### src/sv/rsi_pkg.sv
// ----------------------------------------------------------------------------
// rsi_pkg
// Shared widths, edge codes and request/result types for the rectangle /
// segment intersection unit.
// ----------------------------------------------------------------------------
package rsi_pkg;

    localparam int COORD_BITS = 16;
    localparam int DIF_W      = COORD_BITS + 1;
    localparam int PRD_W      = 2 * COORD_BITS + 2;
    localparam int SUM_W      = 2 * COORD_BITS + 3;
    localparam int OUT_W      = 24;
    localparam int OUT_MAX    = (1 << (OUT_W - 1)) - 1;
    localparam int OUT_MIN    = -(1 << (OUT_W - 1));

    typedef logic [1:0] edge_t;

    localparam edge_t EDGE_LEFT   = 2'd0;
    localparam edge_t EDGE_RIGHT  = 2'd1;
    localparam edge_t EDGE_BOTTOM = 2'd2;
    localparam edge_t EDGE_TOP    = 2'd3;

    typedef struct packed {
        logic signed [COORD_BITS-1:0] rect_left;
        logic signed [COORD_BITS-1:0] rect_top;
        logic signed [COORD_BITS-1:0] rect_right;
        logic signed [COORD_BITS-1:0] rect_bottom;
        logic signed [COORD_BITS-1:0] seg_start_x;
        logic signed [COORD_BITS-1:0] seg_start_y;
        logic signed [COORD_BITS-1:0] seg_end_x;
        logic signed [COORD_BITS-1:0] seg_end_y;
    } query_t;

    typedef struct packed {
        logic                    hit;
        edge_t                   edge_hit;
        logic signed [OUT_W-1:0] cross_x;
        logic signed [OUT_W-1:0] cross_y;
    } result_t;

    // cross products of the left, right, bottom and top edges, ready for the range tests
    typedef struct packed {
        logic signed [SUM_W-1:0]      den_v;
        logic signed [SUM_W-1:0]      den_h;
        logic signed [SUM_W-1:0]      ta_l;
        logic signed [SUM_W-1:0]      ta_r;
        logic signed [SUM_W-1:0]      ta_b;
        logic signed [SUM_W-1:0]      tb_l;
        logic signed [SUM_W-1:0]      tb_r;
        logic signed [SUM_W-1:0]      tb_b;
        logic signed [SUM_W-1:0]      tb_t;
        logic signed [SUM_W-1:0]      num_vl;
        logic signed [SUM_W-1:0]      num_vr;
        logic signed [SUM_W-1:0]      num_hb;
        logic signed [SUM_W-1:0]      num_ht;
        logic signed [DIF_W-1:0]      dx;
        logic signed [DIF_W-1:0]      dy;
        logic signed [COORD_BITS-1:0] l;
        logic signed [COORD_BITS-1:0] r;
        logic signed [COORD_BITS-1:0] b;
        logic signed [COORD_BITS-1:0] t;
    } front_t;

    // travels alongside the divider
    typedef struct packed {
        logic                    hit;
        edge_t                   edge_sel;
        logic                    vert;
        logic                    neg;
        logic [DIF_W-1:0]        div_mag;
        logic signed [OUT_W-1:0] fix_val;
    } tag_t;

    typedef struct packed {
        tag_t             tag;
        logic [SUM_W-1:0] num_mag;
    } seed_t;

endpackage

### src/sv/rsi_div.sv
// ----------------------------------------------------------------------------
// rsi_div
// Pipelined restoring divider, one quotient bit per stage. Gives
// floor(num_mag * 2^FRAC_BITS / div_mag); the point lies on the segment so
// the quotient fits COORD_BITS + FRAC_BITS bits.
// ----------------------------------------------------------------------------
module rsi_div
    import rsi_pkg::*;
#(
    parameter int FRAC_BITS = 8
)
(
    input  logic   clk,
    input  logic   rst_n,
    input  logic   adv,
    input  logic   seed_valid,
    input  seed_t  seed,
    output logic   quot_valid,
    output tag_t   quot_tag,
    output logic [COORD_BITS+FRAC_BITS-1:0] quot
);

    localparam int QW = COORD_BITS + FRAC_BITS;
    localparam int NW = SUM_W + FRAC_BITS;
    localparam int RW = DIF_W + 1;

    logic [NW-1:0]    dividend;
    logic             vld_reg [QW];
    logic [DIF_W-1:0] rem_reg [QW];
    logic [QW-1:0]    qn_reg  [QW];
    tag_t             tag_reg [QW];

    assign dividend = NW'(seed.num_mag) << FRAC_BITS;

    generate
        for (genvar g = 0; g < QW; g++)
        begin : g_stage
            logic             vld_in;
            logic [DIF_W-1:0] rem_in;
            logic [QW-1:0]    qn_in;
            tag_t             tag_in;
            logic [RW-1:0]    trial;
            logic [RW-1:0]    diff;
            logic             ge;

            if (g == 0)
            begin : g_first
                // top part is below the divisor, as the quotient fits QW bits
                assign vld_in = seed_valid;
                assign rem_in = dividend[QW+DIF_W-1:QW];
                assign qn_in  = dividend[QW-1:0];
                assign tag_in = seed.tag;
            end
            else
            begin : g_next
                assign vld_in = vld_reg[g-1];
                assign rem_in = rem_reg[g-1];
                assign qn_in  = qn_reg[g-1];
                assign tag_in = tag_reg[g-1];
            end

            assign trial = {rem_in, qn_in[QW-1]};
            assign diff  = trial - {1'b0, tag_in.div_mag};
            assign ge    = (trial >= {1'b0, tag_in.div_mag});

            always_ff @(posedge clk or negedge rst_n)
            begin
                if (!rst_n)
                    vld_reg[g] <= 1'b0;
                else if (adv)
                    vld_reg[g] <= vld_in;
            end

            always_ff @(posedge clk)
            begin
                if (adv)
                begin
                    rem_reg[g] <= ge ? diff[DIF_W-1:0] : trial[DIF_W-1:0];
                    qn_reg[g]  <= {qn_in[QW-2:0], ge};
                    tag_reg[g] <= tag_in;
                end
            end
        end
    endgenerate

    assign quot_valid = vld_reg[QW-1];
    assign quot_tag   = tag_reg[QW-1];
    assign quot       = qn_reg[QW-1];

endmodule

### config.mk
export PLATFORM = sky130hd
export DESIGN_NAME = rsi_div
export DESIGN_NICKNAME = d
export VERILOG_FILES = /design/src/sv/rsi_pkg.sv /design/src/sv/rsi_div.sv
export SDC_FILE = /design/constraint.sdc
export NUM_CORES = 2
export LEC_CHECK = 0
export ABC_AREA = 1
export ABC_CLOCK_PERIOD_IN_PS = 2700
export BUFFER_PORTS_ARGS = -buffer_cell sky130_fd_sc_hd__buf_2
export CAP_MARGIN = 10
export CORE_UTILIZATION = 31
export DETAILED_ROUTE_END_ITERATION = 12
export GPL_ROUTABILITY_DRIVEN = 1
export PLACE_DENSITY = 0.45
export REMOVE_ABC_BUFFERS = 1
export SETUP_SLACK_MARGIN = 0.5
export SLEW_MARGIN = 20
export SYNTH_ARGS = -nofsm -noshare
export SYNTH_HDL_FRONTEND = slang
export SYNTH_SLANG_ARGS = --single-unit
### constraint.sdc
create_clock -name clk -period 2.7 [get_ports clk]
set_clock_uncertainty 0.15 [all_clocks]
set_input_delay 0.135 -clock clk [delete_from_list [all_inputs] [get_ports clk]]
set_output_delay 0.135 -clock clk [all_outputs]
set_load 0.03 [all_outputs]
# ---- Word-level counts from Yosys, hierarchy flattened
# Memory sizes are Yosys's and may differ from the RTL's.
# Index checks and enable logic that the tools add are counted.
dict set report word_totals {
  regBits 24
  ramBits 2088
  in_bits 85
  out_inout_bits 71
  word_cells 101
  n_memories 3
}
dict set report classes {
  add_sub_neg 24
  order_cmp 24
  n_mux 26
}
# memory words word_bits rd rd_ports_with_merged_regs write_ports line_no
set memory_table {}
lappend memory_table {tag_reg 24 46 24 0 24 rsi_div.sv:31} ;# tag_t tag_reg [QW];
lappend memory_table {qn_reg 24 24 24 0 24 rsi_div.sv:30} ;# logic [QW-1:0] qn_reg [QW];
lappend memory_table {rem_reg 24 17 23 0 24 rsi_div.sv:29} ;# logic [DIF_W-1:0] rem_reg [QW];
# cell n
set op_table {}
lappend op_table {{greater-or-equal comparator 18 x 17 -> 1 bit} 24}
lappend op_table {{2-to-1 mux 17 bit} 24}
lappend op_table {{subtractor 17 bit} 24}
lappend op_table {{2-to-1 mux 1 bit} 2}

# ---- Longest topological paths before layout
# An unclocked memory read counts as a cell.
dict set report logic_depth {
  ltp_word 3
  mapped_depth 15
  ltp_nobuf 14
}

# ---- Worst setup path after synthesis
# No wires, ideal clock.
dict set report synth_path {
  path_type {reg-to-reg}
  start {memory qn_reg[1][47] (netlist bit)}
  end {memory rem_reg[1][37] (netlist bit) (data pin)}
  setup_ns 0.252
  t_arrival_ns 1.848
  required_ns 2.298
  setup_slack_ns 0.449
  stages_incl_launch_ff 16
  n_path_buf 1
  synth_period_minus_slack_ns 2.251
  cell_sequence {edfxtp_1 > inv_1 > ha_1 > inv_1 > fa_1 > nand2_1 > nand2_1 > nand3b_1 > nand2_2 > nand2_1 > nand2_2 > nand2_4 > nand2_4 > buf_6 > nand2_1 > nand2_1}
}
# item line_no
set synth_lines {}
lappend synth_lines {{from (decl)} rsi_div.sv:30}
lappend synth_lines {{to (decl)} rsi_div.sv:29}

==> metrics <==
Logic pwr share 0.428; CP endpoint kind flop; clk buf depth 4; share of cells above drive strength 1 0.2819; Slew Viols, Final 0; highest clock rate 412.7 MHz; clock root buffer clkbuf_16; unrepaired setup endpoints after global routing yes; Routed WL 225.6 mm; crit share post-route 0.8975; Die H 543.8 um; crit-path max FO 7; via count 61819; Total GRT Usage 0.1482; CTS tree done; data arrival time of the critical path 2.87 ns; normalized max-slew margin 0.6002; largest net degree at the start of global routing 106; initial antenna violation count 8; clk slew on worst S/H paths 0.06 ns; share of the synthesized area in the top cell type 0.6320; internal power 80610 uW; initial DRC count 3784; first drt pass iteration count 5; Post-synth EDFFs 1915; register bit total from synthesis 1939; top cells by count, synth nand2_1, edfxtp_1, inv_1; Num CTS Buffers 222; Synth area leaders edfxtp_1, nand2_1, inv_1, ha_1, nand3_1; Most used DFF post-synth edfxtp_1; wire length of the first global-routing pass 344.8 mm; row cnt 198; die width 543.8 um; Mapped Avg Cell Area 10.49 um2; IO Pins 156; post-synthesis cell type count 45; Pleak 0.05291 uW; port bufs 153; Antenna Nets Post-Route 0; max FFs per register 1104; Mapped Cells 8671; Cell Pwr Density 1065 nW/um2; Worst EP required 3.15 ns; status finished clean; Min-Delay Path Class in -> async; vias per cell 4.400; H-Tree Level Count 4; worst skew pair latency 0.89 ns; Sw Share 0.3761; worst slew pin tran 0.5997 ns; DRC viols 0; vias in the first global route 60806; Worst Setup Path Type reg -> reg; Net Switching 48580 uW; post-layout min period 2.423 ns; Max Cap Violations 0; most common cell in the netlist nand2_1; crit start category flop; Seq/Total Area, Yosys 0.6386; mapped cell area 90990 um2; clk sinks 1939; die area 295700 um2; Reg power frac 0.341; core area 291300 um2; gr ovfl total 0; DP Wirelength 151.0 mm; Nets 10479; Final WS setup 0.2767 ns; Wirelength per Cell 16.06 um; Starting Density 0.3123; area delta synth->final 33.36%; yosys warns 0; async set-or-reset flop fraction in the synthesized netlist 0.01238; RePlAce Congestion 0.8649; DP Worst Slack 0.05358 ns; Clock power frac 0.231; Yosys top cell by area edfxtp_1; Final Hold Viols 0; setup TNS 0 ns; # setup viols final 0; peak supply drop 0.0006237 V
cell families after synthesis:
family,count (synthesis),synth area share
simple gates,4275,0.2000
flops,1939,0.6386
buf+inv,1610,0.07037
fa+ha+maj,430,0.06103
compound gates,262,0.01498
xor+xnor,153,0.01473
mux,2,0.0002475
layout by cell type (no fill, tap or decap), types with 47 or more instances in the layout:
master	Yosys	final
dlygate4sd3_1	0	162
nor2_4	14	53
a21oi_1	224	211
buf_6	31	57
nand2_8	1	67
nand3b_1	64	64
nor2_2	17	56
ha_4	0	263
buf_4	24	596
buf_12	1	87
nand2_4	32	188
nor3_1	53	50
nor2_1	318	240
buf_2	12	153
nand3_2	2	146
nand3_1	557	389
nand2_1	3002	2375
clkbuf_16	0	231
ha_1	407	121
edfxtp_1	1915	1915
nand2_2	74	518
clkinv_1	0	47
xor2_1	122	122
inv_2	13	140
inv_1	1522	1382
metrics by stage:
step / util / cells / cell area, um2 / power (uW) / hold WS (ns)
detailed placement: 0.3343 / 12783 / 97390 / 81100 / 0.02229
CTS: 0.3982 / 13821 / 116000 / 123200 / 0.07142
global placement: 0.3343 / 12783 / 97390 / 80890 / -0.004151
global route: 0.4165 / 14048 / 121300 / 138000 / 0.1469
floorplan: - / 8598 / 90360 / 69050 / -0.3106
finish: 0.4165 / 14049 / 121300 / 129200 / 0.1674
power groups by stage:
| stage | combinational [uW] | clock [uW] | sequential, uW |
|---|---|---|---|
| 2_1_floorplan | 27100 | 0 | 42000 |
| 3_3_place_gp | 37100 | 0 | 43800 |
| 3_5_place_dp | 37300 | 0 | 43800 |
| 4_1_cts | 48300 | 31100 | 43800 |
| 5_1_grt | 61400 | 32100 | 44500 |
| 6_report | 55400 | 29800 | 44000 |
layer usage:
layer	wire, um	vias to the layer above	GRT usage
li1	-	30938	-
met1	105400	29454	0.2043
met2	105700	1102	0.2434
met3	9212	325	0.02166
met4	5348	0	0.03767
met5	0	-	0
final cells by class:
type	count	area (um2)
fillers	27753	170000
flip-flops and latches	1939	58110
multi-input cells	5161	35010
repair buffers	1098	10220
inverters	1537	5868
clock buffers	260	5719
well taps	3900	4880
clock inverters	147	1481
repair inverters	5	53.80
diodes	2	5.005
what timing repair did:
action / in CTS / in global routing
buffers inserted: 406 / 213
pin swaps: 356 / 429
hold buffers: 163 / 0
endpoints found under the setup margin: 393 / 392
gates resized for setup: 1073 / 833
hold endpoints to repair: 1242 / 0
cloned: 62 / 13
critical path, stage by stage (launching register included):
cell	delay, ns
edfxtp_1	0.41
inv_1	0.08
ha_2	0.17
inv_2	0.04
fa_2	0.37
nand2_2	0.08
nand2_2	0.06
nand3b_1	0.10
nand2_2	0.10
nand2_4	0.09
nand2_4	0.07
nand2_8	0.19
nand2_8	0.11
nand2_2	0.07
nand2_1	0.04
final timing paths:
path	startpoint	cells after the start	end	slack, ns
worst max register to register	qn_reg[1][143]	14	rem_reg[1][104]	0.28
worst min-delay path	rst_n	4	quot_valid	0.17
worst max-delay path	qn_reg[1][143]	14	rem_reg[1][104]	0.28
worst min register to register	tag_reg[1][326]	0	tag_reg[2][4]	0.24
max in group asynchronous	rst_n	4	g_stage[6].vld_in	2.08
min in group clk	seed[16]	5	rem_reg[0][1]	0.19
No activity file was read; power rests on OpenSTA's default activity.
