$ cat src/sv/rsi_pkg.sv
// ----------------------------------------------------------------------------
// rsi_pkg
// Shared widths, edge codes and request/result types for the rectangle /
// segment intersection unit.
// ----------------------------------------------------------------------------
package rsi_pkg;

    localparam int COORD_BITS = 16;
    localparam int DIF_W      = COORD_BITS + 1;
    localparam int PRD_W      = 2 * COORD_BITS + 2;
    localparam int SUM_W      = 2 * COORD_BITS + 3;
    localparam int OUT_W      = 24;
    localparam int OUT_MAX    = (1 << (OUT_W - 1)) - 1;
    localparam int OUT_MIN    = -(1 << (OUT_W - 1));

    typedef logic [1:0] edge_t;

    localparam edge_t EDGE_LEFT   = 2'd0;
    localparam edge_t EDGE_RIGHT  = 2'd1;
    localparam edge_t EDGE_BOTTOM = 2'd2;
    localparam edge_t EDGE_TOP    = 2'd3;

    typedef struct packed {
        logic signed [COORD_BITS-1:0] rect_left;
        logic signed [COORD_BITS-1:0] rect_top;
        logic signed [COORD_BITS-1:0] rect_right;
        logic signed [COORD_BITS-1:0] rect_bottom;
        logic signed [COORD_BITS-1:0] seg_start_x;
        logic signed [COORD_BITS-1:0] seg_start_y;
        logic signed [COORD_BITS-1:0] seg_end_x;
        logic signed [COORD_BITS-1:0] seg_end_y;
    } query_t;

    typedef struct packed {
        logic                    hit;
        edge_t                   edge_hit;
        logic signed [OUT_W-1:0] cross_x;
        logic signed [OUT_W-1:0] cross_y;
    } result_t;

    // cross products of the left, right, bottom and top edges, ready for the range tests
    typedef struct packed {
        logic signed [SUM_W-1:0]      den_v;
        logic signed [SUM_W-1:0]      den_h;
        logic signed [SUM_W-1:0]      ta_l;
        logic signed [SUM_W-1:0]      ta_r;
        logic signed [SUM_W-1:0]      ta_b;
        logic signed [SUM_W-1:0]      tb_l;
        logic signed [SUM_W-1:0]      tb_r;
        logic signed [SUM_W-1:0]      tb_b;
        logic signed [SUM_W-1:0]      tb_t;
        logic signed [SUM_W-1:0]      num_vl;
        logic signed [SUM_W-1:0]      num_vr;
        logic signed [SUM_W-1:0]      num_hb;
        logic signed [SUM_W-1:0]      num_ht;
        logic signed [DIF_W-1:0]      dx;
        logic signed [DIF_W-1:0]      dy;
        logic signed [COORD_BITS-1:0] l;
        logic signed [COORD_BITS-1:0] r;
        logic signed [COORD_BITS-1:0] b;
        logic signed [COORD_BITS-1:0] t;
    } front_t;

    // travels alongside the divider
    typedef struct packed {
        logic                    hit;
        edge_t                   edge_sel;
        logic                    vert;
        logic                    neg;
        logic [DIF_W-1:0]        div_mag;
        logic signed [OUT_W-1:0] fix_val;
    } tag_t;

    typedef struct packed {
        tag_t             tag;
        logic [SUM_W-1:0] num_mag;
    } seed_t;

endpackage

$ cat src/sv/rsi_edge.sv
// ----------------------------------------------------------------------------
// rsi_edge
// Two stages: range test of every edge, then first-hit selection and the
// sign/magnitude split that feeds the divider.
// ----------------------------------------------------------------------------
module rsi_edge
    import rsi_pkg::*;
#(
    parameter int FRAC_BITS = 8
)
(
    input  logic   clk,
    input  logic   rst_n,
    input  logic   adv,
    input  logic   front_valid,
    input  front_t front,
    output logic   seed_valid,
    output seed_t  seed
);

    localparam int XW = ((COORD_BITS + FRAC_BITS > OUT_W) ? COORD_BITS + FRAC_BITS : OUT_W) + 1;
    localparam logic signed [XW-1:0] XMAX = XW'(OUT_MAX);
    localparam logic signed [XW-1:0] XMIN = XW'(OUT_MIN);

    // both parameters in [0,1], den != 0, not both numerators zero
    function automatic logic edge_ok(input logic signed [SUM_W-1:0] den,
                                     input logic signed [SUM_W-1:0] ta,
                                     input logic signed [SUM_W-1:0] tb);
        logic ta_z, tb_z, inr;
        ta_z = (ta == den - den);
        tb_z = (tb == den - den);
        if (!den[SUM_W-1])
            inr = !ta[SUM_W-1] && (ta <= den) && !tb[SUM_W-1] && (tb <= den);
        else
            inr = (ta[SUM_W-1] || ta_z) && (ta >= den) && (tb[SUM_W-1] || tb_z) && (tb >= den);
        return (den != den - den) && !(ta_z && tb_z) && inr;
    endfunction

    logic        v4_reg, v5_reg;
    logic [3:0]  hit4_reg;
    front_t      fr4_reg;
    seed_t       seed_reg;

    logic                         sel_hit, sel_vert;
    edge_t                        sel_edge;
    logic signed [SUM_W-1:0]      sel_num;
    logic signed [DIF_W-1:0]      sel_div;
    logic signed [COORD_BITS-1:0] sel_fix;
    logic signed [XW-1:0]         fix_ext;
    logic signed [OUT_W-1:0]      fix_sat;

    always_comb
    begin
        sel_hit  = 1'b1;
        sel_vert = 1'b1;
        sel_edge = EDGE_LEFT;
        sel_num  = fr4_reg.num_vl;
        sel_div  = fr4_reg.dx;
        sel_fix  = fr4_reg.l;
        if (hit4_reg[0])
        begin
            sel_edge = EDGE_LEFT;
        end
        else if (hit4_reg[1])
        begin
            sel_edge = EDGE_RIGHT;
            sel_num  = fr4_reg.num_vr;
            sel_fix  = fr4_reg.r;
        end
        else if (hit4_reg[2])
        begin
            sel_edge = EDGE_BOTTOM;
            sel_vert = 1'b0;
            sel_num  = fr4_reg.num_hb;
            sel_div  = fr4_reg.dy;
            sel_fix  = fr4_reg.b;
        end
        else if (hit4_reg[3])
        begin
            sel_edge = EDGE_TOP;
            sel_vert = 1'b0;
            sel_num  = fr4_reg.num_ht;
            sel_div  = fr4_reg.dy;
            sel_fix  = fr4_reg.t;
        end
        else
        begin
            sel_hit = 1'b0;
        end

        fix_ext = XW'(sel_fix) <<< FRAC_BITS;
        if (fix_ext > XMAX)
            fix_sat = OUT_W'(XMAX);
        else if (fix_ext < XMIN)
            fix_sat = OUT_W'(XMIN);
        else
            fix_sat = fix_ext[OUT_W-1:0];
    end

    always_ff @(posedge clk or negedge rst_n)
    begin
        if (!rst_n)
        begin
            v4_reg <= 1'b0;
            v5_reg <= 1'b0;
        end
        else if (adv)
        begin
            v4_reg <= front_valid;
            v5_reg <= v4_reg;
        end
    end

    always_ff @(posedge clk)
    begin
        if (adv)
        begin
            hit4_reg[0] <= edge_ok(front.den_v, front.ta_l, front.tb_l);
            hit4_reg[1] <= edge_ok(front.den_v, front.ta_r, front.tb_r);
            hit4_reg[2] <= edge_ok(front.den_h, front.ta_b, front.tb_b);
            hit4_reg[3] <= edge_ok(front.den_h, front.ta_l, front.tb_t);
            fr4_reg     <= front;

            seed_reg.tag.hit      <= sel_hit;
            seed_reg.tag.edge_sel <= sel_edge;
            seed_reg.tag.vert     <= sel_vert;
            seed_reg.tag.neg      <= sel_num[SUM_W-1] ^ sel_div[DIF_W-1];
            seed_reg.tag.div_mag  <= sel_div[DIF_W-1] ? DIF_W'(-sel_div) : DIF_W'(sel_div);
            seed_reg.tag.fix_val  <= fix_sat;
            seed_reg.num_mag      <= sel_num[SUM_W-1] ? SUM_W'(-sel_num) : SUM_W'(sel_num);
        end
    end

    assign seed_valid = v5_reg;
    assign seed       = seed_reg;

endmodule

$ cat config.mk
export PLATFORM = sky130hd
export DESIGN_NAME = rsi_edge
export DESIGN_NICKNAME = d
export VERILOG_FILES = /design/src/sv/rsi_pkg.sv /design/src/sv/rsi_edge.sv
export SDC_FILE = /design/constraint.sdc
export NUM_CORES = 1
export LEC_CHECK = 0
export ABC_AREA = 0
export ABC_CLOCK_PERIOD_IN_PS = 7530
export BUFFER_PORTS_ARGS = -buffer_cell sky130_fd_sc_hd__buf_2
export CAP_MARGIN = 25
export CORE_AREA = 2 2 250 252
export CTS_CLUSTER_SIZE = 30
export DETAILED_ROUTE_END_ITERATION = 12
export DIE_AREA = 0 0 252 254
export HOLD_SLACK_MARGIN = 0.1
export PLACE_DENSITY = 0.64
export SLEW_MARGIN = 20
export SYNTH_ARGS = -nofsm -noshare
export SYNTH_HDL_FRONTEND = slang
export SYNTH_SLANG_ARGS = --single-unit
$ cat constraint.sdc
create_clock -name clk -period 7.53 [get_ports clk]
set_input_delay 1.506 -clock clk [delete_from_list [all_inputs] [get_ports clk]]
set_output_delay 1.506 -clock clk [all_outputs]
set_load 0.1 [all_outputs]
# Word-level counts from Yosys, hierarchy flattened
# Index checks and enable logic that the tools add are counted.
[word_totals]
out_inout_bits = 82
latchBits = 0
reg_bits = 325
romBits = 0
mem_bits_rw = 0
n_memories = 0
[classes]
eq_ne = 10
mul = 0
shifts = 0
bitwise_logic = 1
n_mux = 29
order_cmp = 18
div_mod_pow = 0
n_reduce_logical = 57
n_addsub = 4
[ops]
columns = ["operator", "count"]
rows = [
  ["35-bit equality test", 8],
  ["35-bit >= comparator", 8],
  ["35-bit <= comparator", 8],
  ["35-bit two-way mux", 4],
  ["16-bit two-way mux", 5],
  ["35-bit inequality test", 2],
  ["35-bit subtractor", 2],
  ["17-bit two-way mux", 4],
  ["1-bit logical AND", 36],
  ["35-bit negation", 1],
  ["34-bit two-way mux", 1],
  ["24-bit greater-than comparator (second input constant)", 1],
  ["24-bit less-than comparator (second input constant)", 1],
  ["24-bit two-way mux", 1],
  ["17-bit negation", 1],
  ["1-bit two-way mux", 12],
  ["1-bit zero test", 11],
  ["1-bit logical OR", 8],
  ["2-bit two-way mux", 2],
  ["3-bit OR reduction", 1],
  ["2-bit OR reduction", 1],
  ["1-bit XOR", 1],
]

# Longest topological paths before layout
[logic_depth]
ltp_word = 9
ltp_mapped = 14
mapped_depth_nobuf = 11

# Worst setup path after synthesis
# OpenSTA, ideal clock, no wires.
[synth_path]
path_kind = "input to register"
startpoint = "in front[508] (netlist bit)"
endpoint = "reg hit4_reg[3] (data pin)"
setup_time_ns = 0.148
cell_stages = 10
slack_ns = 3.718
arrival_time_ns = 3.664
cell_sequence = "inv_1 -> ha_1 -> and4_1 -> nand4_1 -> or4_1 -> nor4_1 -> a41oi_1 -> a311o_1 -> a21oi_1 -> a2bb2oi_1"
[synth_via]
elab_chain_len = 9
elab_cells_between_ends = 22
cone_classes = "add/sub: 1; order compare: 4; eq/ne: 3; mux: 2; reduce/logical: 12"
[synth_lines]
columns = ["element", "line", "source"]
rows = [
  ["from (decl)", "rsi_edge.sv:16", "input front_t front,"],
  ["35-bit subtractor", "rsi_edge.sv:30, rsi_edge.sv:31, rsi_edge.sv:36", ""],
  ["35-bit equality test", "rsi_edge.sv:30", "ta_z = (ta == den - den);"],
  ["1-bit logical OR", "rsi_edge.sv:35", "inr = (ta[SUM_W-1] || ta_z) && (ta >= den) && (tb[SUM_W-1] || tb_z) && (tb >= den);"],
  ["1-bit logical AND (3 in a row)", "rsi_edge.sv:35", ""],
  ["1-bit two-way mux", "rsi_edge.sv:32", "if (!den[SUM_W-1])"],
  ["1-bit two-way mux", "rsi_edge.sv:116", "if (adv)"],
  ["1-bit logical AND (*)", "rsi_edge.sv:36", "return (den != den - den) && !(ta_z && tb_z) && inr;"],
  ["to (signal assigned)", "rsi_edge.sv:121", "hit4_reg[3] <= edge_ok(front.den_h, front.ta_l, front.tb_t);"],
  ["to (decl)", "rsi_edge.sv:40", "logic [3:0] hit4_reg;"],
]
# Every way passes the cells marked *; elsewhere a longest branch is shown, timed or not. The select of a mux whose other input is x is not followed.
# A chain may end at the register's enable or synchronous reset.

# Worst setup path after layout
[layout_path]
startpoint = "reg hit4_reg[2]"
endpoint = "reg seed_reg, in the netlist seed[17] (data pin)"
[layout_via]
elab_chain_len = 5
[layout_lines]
columns = ["element", "line", "source"]
rows = [
  ["from (signal assigned)", "rsi_edge.sv:120", "hit4_reg[2] <= edge_ok(front.den_h, front.ta_b, front.tb_b);"],
  ["35-bit two-way mux (*)", "rsi_edge.sv:70", "else if (hit4_reg[2])"],
  ["35-bit two-way mux (*)", "rsi_edge.sv:64", "else if (hit4_reg[1])"],
  ["35-bit two-way mux (*)", "rsi_edge.sv:60", "if (hit4_reg[0])"],
  ["35-bit negation", "rsi_edge.sv:130", "seed_reg.num_mag <= sel_num[SUM_W-1] ? SUM_W'(-sel_num) : SUM_W'(sel_num);"],
  ["34-bit two-way mux (*)", "rsi_edge.sv:130", ""],
  ["to (decl)", "rsi_edge.sv:42", "seed_t seed_reg;"],
]
# Every way passes the cells marked *; elsewhere a longest branch is shown, timed or not.

==> metrics.cfg <==
[critical_path]
worst_ep_required_time_ns=7.79
end_kind=register
timing_worst_setup_path_type=reg2reg
path_max_fanout=67
cp.arrival_ns=4.25
start_kind=register

[floorplanning]
die-width_um=252
die_y_um=254
placementRows=91
core_region_area_um2=61300
design.die.area_um2=64000
start_util_pct=32.7
num_io_pins=639

[clock_network]
cts.repair.resized=0
clock_tree.htree_level_count=2
path_clk_slew_ns=0.06
clkLatencyLatePin_ns=0.55
ctsRootBufferMaster=clkbuf_16
clock_sinks=317
cts_tree=built
tritoncts.num_buffers=35
max-clock-path-buffers=3
post-cts-setup-buffer-count=0
holdBufCountCts=0

[final_layout]
layout-drive-gt1-share_pct=29.7
flow.area_growth_from_synthesis_pct=25.7
nNetsFinal=3269
largest_register_ffs=238
most_frequent_standard_cell_in_the_layout_excluding_fill_and_tap_cells=buf_2
layout_common_cells=629 x buf_2, 315 x edfxtp_1, 282 x ha_1, 142 x a21oi_1, 125 x o21ai_0

[yosys]
ys_ff_latch=317
synth.area.top_cells=edfxtp_1 47%, ha_1 18%, a21oi_1 3.5%
netlist.top_cell.by_area=edfxtp_1
yosysTopAreaCellShare_pct=47.2
dominantRegCellSynth=edfxtp_1
avgSynthCellArea_um2=11.2
synth.lib_cells_used.distinct=79
mappedNetlistArea_um2=20100
async_reset_ff_share_pct=0.631
synth-warning-count=0
synth_seq_area_share_pct=47.4
post_synth_edffs=315
syn-instance-count=1794

[timing]
finalHoldViolations=0
fin_worst_skew_ns=0.0371
report.final.setup_viol=0
max_slew.worst_pin.slew_ns=1.14
report.final.slew_viol_count=0
timing.slew.headroom_pct=23.9
final_tns_setup_ns=0
achievable-frequency_mhz=250
fin_crit_ns=4.00
setup_ws_ns=3.53
final.hold.worst_slack_ns=0.511
min_period_over_period_pct=53.1
grt_setup_unrepaired=false

[global_route]
first_global_vias=18100
initial_antenna_violation_count=24
grt_max_degree=177
overflow=0
first_pass_grt_wire_length_um=116000
global_route.usage.total_pct=24.6

[route]
remaining_drc_errors=0
first_pass_iters=6
wl_um=82500
detail_route.vias_per_cell=5.52
avgRoutedWirePerCell_um=25.3
via_count=18000
dr.first_iter.drc_count=1388
detail-route-antenna-nets=0

[flow_run]
drv.max_cap_violation_count=0

[pwr]
static-leakage-power_nw=10.9
irDropWorstVdd_uv=155
power_per_cell_area_nw_per_um2=212

[placement]
numPortBuffers=630
dpl_hpwl_um=67200
gp_congestion=1.04
place_ws_ns=3.09

[min_path]
hold_path_class=reg2reg

[outcome]
status=finished, final reports clean

==> cell type report <==
cell class | count | area [µm²]
antenna | 15 | 37.5
clock buffer | 37 | 883
clock inverter | 21 | 224
fill | 5931 | 36000
inverter | 101 | 379
multi-input combinational | 1332 | 9900
sequential | 317 | 9510
tap | 790 | 988
timing repair buffer | 643 | 3290
==> power breakdown <==
| part | internal, mW | switching, mW |
|---|---|---|
| combinational | 0.423 | 1.06 |
| sequential | 2.15 | 0.0564 |
| clock | 0.960 | 0.705 |
| total | 3.53 | 1.82 |
==> cells in the mapped netlist (all sizes together) (8+ instances only) <==
master,n
ha,282
nor3,50
mux2i,21
o211ai,8
a21o,23
o21ai,126
clkbuf,13
nor4,87
inv,101
and4,10
a21oi,145
nand3b,12
a221oi,26
edfxtp,315
xnor2,28
buf,38
nor2b,19
a211oi,13
nor2,79
xor2,20
nand2b,10
nand4,57
nand2,118
a221o,25
a31oi,11
nand3,46
o31ai,18
==> critical path, stage by stage, from the launching register on <==
cell and delay [ns]:
edfxtp_1 0.33, buf_4 0.67, nor3_2 0.10, buf_4 0.25
or2_1 0.27, buf_4 0.31, o2bb2ai_1 0.27, nor4_4 0.47
nand3_2 0.16, nor2_1 0.44, a21oi_1 0.18, xor2_1 0.19
==> layer usage <==
layer / vias up / wire length (µm) / global-route usage (%)
met5: - / 152 / 0
met4: 22 / 2980 / 8.96
met3: 172 / 6660 / 5.38
met2: 871 / 40500 / 43.8
met1: 8570 / 32200 / 29.0
li1: 8336 / - / -
==> worst paths after layout <==
kind / startpoint / end / slack (ns) / cells past startpoint
min in group asynchronous: rst_n / seed_valid$_DFFE_PN0P_ / 0.74 / 1
setup reg to reg: hit4_reg[2]$_DFFE_PP_ / seed[17]$_DFFE_PP_ / 3.53 / 11
hold / removal: seed_valid$_DFFE_PN0P_ / seed_valid$_DFFE_PN0P_ / 0.51 / 1
setup / recovery: hit4_reg[2]$_DFFE_PP_ / seed[17]$_DFFE_PP_ / 3.53 / 11
hold reg to reg: seed_valid$_DFFE_PN0P_ / seed_valid$_DFFE_PN0P_ / 0.51 / 1
max in group asynchronous: rst_n / v4_reg$_DFFE_PN0P_ / 6.70 / 1
==> per-stage QoR <==
step           util, %  instance area [µm²]  cells  total power [mW]
2_1_floorplan        -                20100   1801              3.19
3_3_place_gp      39.3                24000   3182              3.68
3_5_place_dp      39.3                24000   3182              3.71
4_1_cts           41.1                25200   3240              5.39
5_1_grt           41.1                25200   3248              5.56
6_report          41.2                25200   3256              5.35
==> cells by family (layout without fill, tap and decap cells) <==
family,Yosys count,after routing,share of synthesized area (%)
buffers and inverters,152,802,3.34
muxes,28,28,1.44
adders and majority gates,282,282,17.6
DFF,317,317,47.4
other,1,23,0.0187
AOI/OAI and AO/OA,447,447,14.2
and+or+nand+nor,519,519,13.8
xor gates and xnor gates,48,48,2.10
Power figures use the tool's default switching activity.
